**config.mk**
```make
export PLATFORM = sky130hd
export DESIGN_NAME = utf8_to_code_point_decoder
export DESIGN_NICKNAME = d
export VERILOG_FILES = /design/src/hw/rtl/u2c_pkg.sv /design/src/hw/rtl/u2c_in_reg.sv /design/src/hw/rtl/u2c_decode.sv /design/src/hw/rtl/u2c_out_reg.sv /design/src/hw/rtl/utf8_to_code_point_decoder.sv
export VERILOG_INCLUDE_DIRS = /design/src /design/src/hw/rtl
export SDC_FILE = /design/constraint.sdc
export NUM_CORES = 1
export LEC_CHECK = 0
export BUFFER_PORTS_ARGS = -buffer_cell sky130_fd_sc_hd__buf_2
export CAP_MARGIN = 10
export CORE_MARGIN = 2
export CORE_UTILIZATION = 40
export CTS_CLUSTER_SIZE = 25
export DETAILED_ROUTE_END_ITERATION = 8
export SETUP_SLACK_MARGIN = 0.05
export SLEW_MARGIN = 20
export SYNTH_ARGS = -nofsm -noshare
export SYNTH_HDL_FRONTEND = slang
export SYNTH_SLANG_ARGS = --single-unit
```
**constraint.sdc**
```tcl
create_clock -name clk -period 4.1 [get_ports clk]
set_input_delay 0.205 -clock clk [delete_from_list [all_inputs] [get_ports clk]]
set_output_delay 0.205 -clock clk [all_outputs]
set_load 0.005 [all_outputs]
```
**src/hw/rtl/utf8_to_code_point_decoder_assert.svh**
```systemverilog
// Assertion macros for the UTF-8 decoder RTL.
// Included by modules that check their own logic; no other dependencies.
`ifndef UTF8_TO_CODE_POINT_DECODER_ASSERT_SVH
`define UTF8_TO_CODE_POINT_DECODER_ASSERT_SVH

// Same-cycle implication, disabled during reset
`define U2C_ASSERT_NOW(lbl, clk, rst, ante, cons, msg) \
  lbl: assert property (@(posedge clk) disable iff (rst) (ante) |-> (cons)) else $error(msg);

// Next-cycle implication, disabled during reset
`define U2C_ASSERT_NEXT(lbl, clk, rst, ante, cons, msg) \
  lbl: assert property (@(posedge clk) disable iff (rst) (ante) |=> (cons)) else $error(msg);

`endif

```
**src/hw/rtl/u2c_pkg.sv**
```systemverilog
// Shared types and constants for the UTF-8 to code point decoder.
// No dependencies; used by every module of the block.
package u2c_pkg;

  localparam int BYTE_W    = 8;
  localparam int CP_W      = 21;
  localparam int CNT_W     = 2;
  localparam int M_TDATA_W = ((CP_W + 7) / 8) * 8;

  // Continuation bytes still expected after a lead byte
  localparam logic [CNT_W-1:0] LEFT_NONE  = 2'd0;
  localparam logic [CNT_W-1:0] LEFT_ONE   = 2'd1;
  localparam logic [CNT_W-1:0] LEFT_TWO   = 2'd2;
  localparam logic [CNT_W-1:0] LEFT_THREE = 2'd3;

  // One byte held in the input register
  typedef struct packed {
    logic              valid;
    logic [BYTE_W-1:0] data;
  } byte_item_t;

  // Decode result handed to the output register
  typedef struct packed {
    logic            valid;
    logic [CP_W-1:0] code_point;
    logic            string_end;
  } result_t;

endpackage

```
**src/hw/rtl/u2c_in_reg.sv**
```systemverilog
// Input register stage of the UTF-8 decoder: holds one byte from the slave side.
// Depends on u2c_pkg.
module u2c_in_reg (
  input  logic                         clk,
  input  logic                         rst,
  input  logic                         s_tvalid,
  output logic                         s_tready,
  input  logic [u2c_pkg::BYTE_W-1:0]   s_tdata,   // [7:0] byte_in
  input  logic                         advance,   // downstream can take the held byte
  output u2c_pkg::byte_item_t          item
);

  logic                       held_valid;
  logic [u2c_pkg::BYTE_W-1:0] held_data;

  // Free slot, or the held byte leaves this cycle
  assign s_tready = !held_valid || advance;

  always_ff @(posedge clk) begin
    if (rst) begin
      held_valid <= 1'b0;
    end else if (s_tready) begin
      held_valid <= s_tvalid;
    end
  end

  always_ff @(posedge clk) begin
    if (s_tready && s_tvalid) begin
      held_data <= s_tdata;
    end
  end

  assign item.valid = held_valid;
  assign item.data  = held_data;

endmodule

```
**src/hw/rtl/u2c_decode.sv**
```systemverilog
// Decode core: sequence state and per-byte decode logic of the UTF-8 decoder.
// Depends on u2c_pkg and utf8_to_code_point_decoder_assert.svh.
`include "utf8_to_code_point_decoder_assert.svh"

module u2c_decode (
  input  logic                clk,
  input  logic                rst,
  input  u2c_pkg::byte_item_t item,
  input  logic                advance,   // output stage can take a result
  output logic                take,      // held byte consumed this cycle
  output u2c_pkg::result_t    res
);

  localparam int CpW = u2c_pkg::CP_W;

  logic [u2c_pkg::CNT_W-1:0] bytes_left, bytes_left_next;
  logic [CpW-1:0]            partial_value, partial_value_next;
  logic [CpW-1:0]            shifted;
  logic [u2c_pkg::BYTE_W-1:0] b;

  assign take    = item.valid && advance;
  assign b       = item.data;
  assign shifted = {partial_value[CpW-7:0], b[5:0]};

  // Next state and result for the held byte
  always_comb begin
    bytes_left_next    = bytes_left;
    partial_value_next = partial_value;
    res.valid          = 1'b0;
    res.code_point     = '0;
    res.string_end     = 1'b0;
    if (bytes_left != u2c_pkg::LEFT_NONE) begin
      // continuation: low six bits, no validation
      bytes_left_next = bytes_left - u2c_pkg::LEFT_ONE;
      if (bytes_left == u2c_pkg::LEFT_ONE) begin
        res.valid          = 1'b1;
        res.code_point     = shifted;
        partial_value_next = '0;
      end else begin
        partial_value_next = shifted;
      end
    end else if (b == '0) begin
      // end of string
      res.valid      = 1'b1;
      res.string_end = 1'b1;
    end else if (!b[7]) begin
      res.valid      = 1'b1;
      res.code_point = CpW'(b);
    end else if (!b[5]) begin
      partial_value_next = CpW'(b[4:0]);
      bytes_left_next    = u2c_pkg::LEFT_ONE;
    end else if (!b[4]) begin
      partial_value_next = CpW'(b[3:0]);
      bytes_left_next    = u2c_pkg::LEFT_TWO;
    end else if (!b[3]) begin
      partial_value_next = CpW'(b[2:0]);
      bytes_left_next    = u2c_pkg::LEFT_THREE;
    end else begin
      // bad lead byte: code point 0 at once
      res.valid          = 1'b1;
      partial_value_next = '0;
    end
    res.valid = res.valid && item.valid;
  end

  // Sequence state advances only when a byte is consumed
  always_ff @(posedge clk) begin
    if (rst) begin
      bytes_left    <= u2c_pkg::LEFT_NONE;
      partial_value <= '0;
    end else if (take) begin
      bytes_left    <= bytes_left_next;
      partial_value <= partial_value_next;
    end
  end

  `U2C_ASSERT_NOW(a_idle_partial_clear, clk, rst,
    bytes_left == u2c_pkg::LEFT_NONE, partial_value == '0,
    "partial value not cleared between sequences")
  `U2C_ASSERT_NOW(a_end_is_zero, clk, rst,
    res.valid && res.string_end,
    res.code_point == '0 && bytes_left == u2c_pkg::LEFT_NONE,
    "end-of-string result malformed")
  `U2C_ASSERT_NOW(a_last_cont_emits, clk, rst,
    item.valid && bytes_left == u2c_pkg::LEFT_ONE, res.valid,
    "final continuation gave no result")
  `U2C_ASSERT_NEXT(a_state_holds, clk, rst,
    !take, $stable(bytes_left) && $stable(partial_value),
    "sequence state moved without a consumed byte")

endmodule

```
**src/hw/rtl/u2c_out_reg.sv**
```systemverilog
// Output register stage of the UTF-8 decoder: drives the master-side stream.
// Depends on u2c_pkg.
module u2c_out_reg (
  input  logic                              clk,
  input  logic                              rst,
  input  u2c_pkg::result_t                  res,
  input  logic                              take,     // decode core consumed a byte
  output logic                              advance,  // register free for a new result
  output logic                              m_tvalid,
  input  logic                              m_tready,
  output logic [u2c_pkg::M_TDATA_W-1:0]     m_tdata,  // [20:0] code_point, [23:21] zero
  output logic                              m_tlast   // string_end
);

  logic [u2c_pkg::CP_W-1:0] code_point;
  logic                     string_end;

  assign advance = !m_tvalid || m_tready;

  // Valid flag: load on a new result, clear when the transfer completes
  always_ff @(posedge clk) begin
    if (rst) begin
      m_tvalid <= 1'b0;
    end else if (advance) begin
      m_tvalid <= take && res.valid;
    end
  end

  always_ff @(posedge clk) begin
    if (advance && take && res.valid) begin
      code_point <= res.code_point;
      string_end <= res.string_end;
    end
  end

  assign m_tdata = u2c_pkg::M_TDATA_W'(code_point);
  assign m_tlast = string_end;

endmodule

```
**src/hw/rtl/utf8_to_code_point_decoder.sv**
```systemverilog
// UTF-8 to code point decoder, top level.
// Slave stream (s_tvalid/s_tready/s_tdata) carries one byte per transfer.
// Master stream (m_tvalid/m_tready/m_tdata/m_tlast) carries one code point per
// transfer; m_tlast marks the result of a zero byte at a lead position.
// A lead byte that opens a sequence, and every continuation but the last,
// produce no master transfer; the final byte of a sequence produces one.
// A result passes from the input register through the combinational decode into the
// output register, which presents it on the master stream.
// Throughput: one byte per cycle while the output register can advance; the decode
// between the input and output registers is combinational, and the sequence state
// updates in the same cycle as the output register loads.
// When the receiver stalls, the output register holds its result and the
// input register holds one more byte; s_tready drops only when both are full.
// Reset (rst, synchronous, active high) empties both registers and returns
// the decoder to expecting a lead byte.
// Depends on u2c_pkg, u2c_in_reg, u2c_decode and u2c_out_reg.
module utf8_to_code_point_decoder (
  input  logic                          clk,
  input  logic                          rst,
  input  logic                          s_tvalid,
  output logic                          s_tready,
  input  logic [u2c_pkg::BYTE_W-1:0]    s_tdata,   // [7:0] byte_in
  output logic                          m_tvalid,
  input  logic                          m_tready,
  output logic [u2c_pkg::M_TDATA_W-1:0] m_tdata,   // [20:0] code_point, [23:21] zero
  output logic                          m_tlast    // string_end
);

  u2c_pkg::byte_item_t item;
  u2c_pkg::result_t    res;
  logic                advance;
  logic                take;

  u2c_in_reg u_in_reg (
    .clk      (clk),
    .rst      (rst),
    .s_tvalid (s_tvalid),
    .s_tready (s_tready),
    .s_tdata  (s_tdata),
    .advance  (advance),
    .item     (item)
  );

  u2c_decode u_decode (
    .clk     (clk),
    .rst     (rst),
    .item    (item),
    .advance (advance),
    .take    (take),
    .res     (res)
  );

  u2c_out_reg u_out_reg (
    .clk      (clk),
    .rst      (rst),
    .res      (res),
    .take     (take),
    .advance  (advance),
    .m_tvalid (m_tvalid),
    .m_tready (m_tready),
    .m_tdata  (m_tdata),
    .m_tlast  (m_tlast)
  );

endmodule

```
==> impl_metrics.env <==
export IMPL_drt_iter0_markers=58
export IMPL_vdd_drop_max_v=0.000315
export IMPL_cp_cell_sequence="nor2b_1 -> a31oi_1 -> nor2b_1"
export IMPL_die_x_um=73.0
export IMPL_vias=1282
export IMPL_min_path_cells=1
export IMPL_ys_seq_area_frac=0.672
export IMPL_slew_headroom=0.479
export IMPL_cts_path_max_buffers=2
export IMPL_netlist_top_cells_area="edfxtp_1, dfxtp_1, a21oi_1"
export IMPL_placedCellCount=242
export IMPL_clock_latency_ps=300
export IMPL_skew_ps=6.50
export IMPL_path_clk_slew_ps=80
export IMPL_synthesis_area_um2=1910
export IMPL_worstPathArrival_ps=2060
export IMPL_clockRootBuffer="clkbuf_8"
export IMPL_area_growth_pct=15.7
export IMPL_grt_max_degree=23
export IMPL_num_io_pins=39
export IMPL_crit_cells=3
export IMPL_start_kind="register"
export IMPL_powerDensity_nw_per_um2=423
export IMPL_worst_pin_slew_ps=772
export IMPL_cpMostUsedCell="nor2b_1"
export IMPL_via_per_inst=5.13
export IMPL_antenna_cells=0
export IMPL_fmax_ghz=0.494
export IMPL_fin_util=0.473
export IMPL_io_buffers=35
export IMPL_synth_largest_area_cell="edfxtp_1"
export IMPL_hold_class="in2reg"
export IMPL_r2r_slack_ps=2070
export IMPL_cts_resized=0
export IMPL_cts_hold_buffers_added=0
export IMPL_cp_end_kind="register"
export IMPL_place_hpwl_um=2340
export IMPL_dieHeight_um=73.0
export IMPL_status="completed"
export IMPL_p_leak_uw=0.000803
export IMPL_r2r_cells=3
export IMPL_routabilityCongestion=0.856
export IMPL_timing_final_crit_share=0.494
export IMPL_cts_tree="built"
export IMPL_cts_setup_buffers=0
export IMPL_dr_pass1_iters=4
export IMPL_ant_nets=0
export IMPL_wire_per_inst_um=13.7
export IMPL_netlist_cell_type_count=28
export IMPL_cts_sinks=49
export IMPL_syn_avg_cell_area_um2=11.8
export IMPL_finalMaxSlewViolations=0
export IMPL_path_delay_family="flip-flops"
export IMPL_die_area_um2=5330
export IMPL_drive_gt1_frac=0.235
export IMPL_antenna_found_initial=0
export IMPL_stdcell_count=250
export IMPL_rows=25
export IMPL_ys_ff_latch=49
export IMPL_cap_viol_max_count=0
export IMPL_tns_ps=0
export IMPL_routed_wl_um=3430
export IMPL_rsz0062_at_grt="no"
export IMPL_cp_required_ps=4130
export IMPL_critPathMaxStageDelay_ps=810
export IMPL_synthCells=162
export IMPL_critPathBufInv=0
export IMPL_initial_core_util=0.409
export IMPL_synth_top_area_share=0.473
export IMPL_grt_pass1_wl_um=5710
export IMPL_finalCriticalPeriod_ps=2030
export IMPL_hold_viol_final=0
export IMPL_core_area_um2=4660
export IMPL_ys_warnings_count=0
export IMPL_path_class="reg2reg"
export IMPL_cts_made_buffers=5
export IMPL_crit_path_max_fanout=20
export IMPL_overflow=0
export IMPL_drcViolationCount=0
export IMPL_cts_htree_levels=2
export IMPL_nNetsFinal=207
export IMPL_grt_usage=0.143
export IMPL_grt_pass1_vias=1198
export IMPL_setup_viol=0
export IMPL_slowest_stage="dfxtp_1"
## synthesized netlist by cell type (all sizes together)
library cell and number:
edfxtp 30, a21oi 21, dfxtp 19, nand2 18, and2 15, nand3 13
nor2 8, buf 6, nor2b 6, clkbuf 5, inv 3, nor4 2
o211ai 2, o21ai 2, o311ai 2, a22oi 1, a31oi 1, and3 1
conb 1, nand2b 1, nor3 1, o311a 1, or2b 1, or3 1
or4 1
## where the power goes
group          internal (µW)  switching (µW)  leakage, µW
clock                    180             147    0.0000528
sequential               540            13.5     0.000439
combinational           19.4            32.0     0.000311
## path summary, 6_finish.rpt
check                                  start                         end
setup / recovery      u_decode.bytes_left[1]     u_out_reg.code_point[1]
hold / removal                    s_tdata[1]       u_in_reg.held_data[1]
setup reg to reg      u_decode.bytes_left[1]     u_out_reg.code_point[1]
hold reg to reg   u_decode.partial_value[11]  u_decode.partial_value[11]
## layout by cell type, fill, tap and decap left out, types with 2 or more instances in the layout
cell type	instances
conb_1	3
dfxtp_1	19
nand2_1	18
nor4_1	2
nand3_1	13
o21ai_0	2
o211ai_1	2
nor2b_1	6
buf_2	35
edfxtp_1	30
inv_1	3
a21oi_1	21
nor2_1	7
clkbuf_8	5
and2_1	15
## routing by layer
| metal | global-route usage | vias to the layer above | routed length (µm) |
|---|---|---|---|
| li1 | - | 629 | - |
| met4 | 0.0823 | 0 | 105 |
| met2 | 0.223 | 46 | 1650 |
| met5 | 0 | - | 0 |
| met3 | 0.0428 | 9 | 197 |
| met1 | 0.176 | 598 | 1470 |
## sequential cells by signal, indices dropped and copies added, names as in the netlist
name and count:
u_decode.bytes_left 2, u_out_reg.code_point 21, u_out_reg.m_tvalid 1, u_out_reg.m_tlast 1, u_in_reg.held_data 8, u_decode.partial_value 15, u_in_reg.held_valid 1
## cell families (layout without fill, tap and decap cells)
family / Yosys count / in the layout / synth area share
DFF: 49 / 49 / 0.672
other: 1 / 3 / 0.00197
and+or+nand+nor: 68 / 68 / 0.186
buffers and inverters: 14 / 46 / 0.0401
AOI/OAI and AO/OA: 30 / 30 / 0.0998
## through the flow
stage	hold WS, ps	setup WS, ps	power (µW)	area (µm²)
2_1_floorplan	304	1950	596	1910
5_1_grt	72.6	1950	969	2200
4_1_cts	74.5	1810	940	2200
6_report	83.0	2070	932	2200
3_3_place_gp	382	2000	613	2090
3_5_place_dp	384	1830	616	2090
## area by class of cell
| class | instances | area [µm²] |
|---|---|---|
| clock buffers | 6 | 72.6 |
| clock inverters | 2 | 33.8 |
| fillers | 433 | 2460 |
| inverters | 3 | 11.3 |
| multi-input cells | 101 | 563 |
| flip-flops and latches | 49 | 1280 |
| well taps | 54 | 67.6 |
| repair buffers | 35 | 175 |
Note: power is estimated with default switching activity, not from simulation.
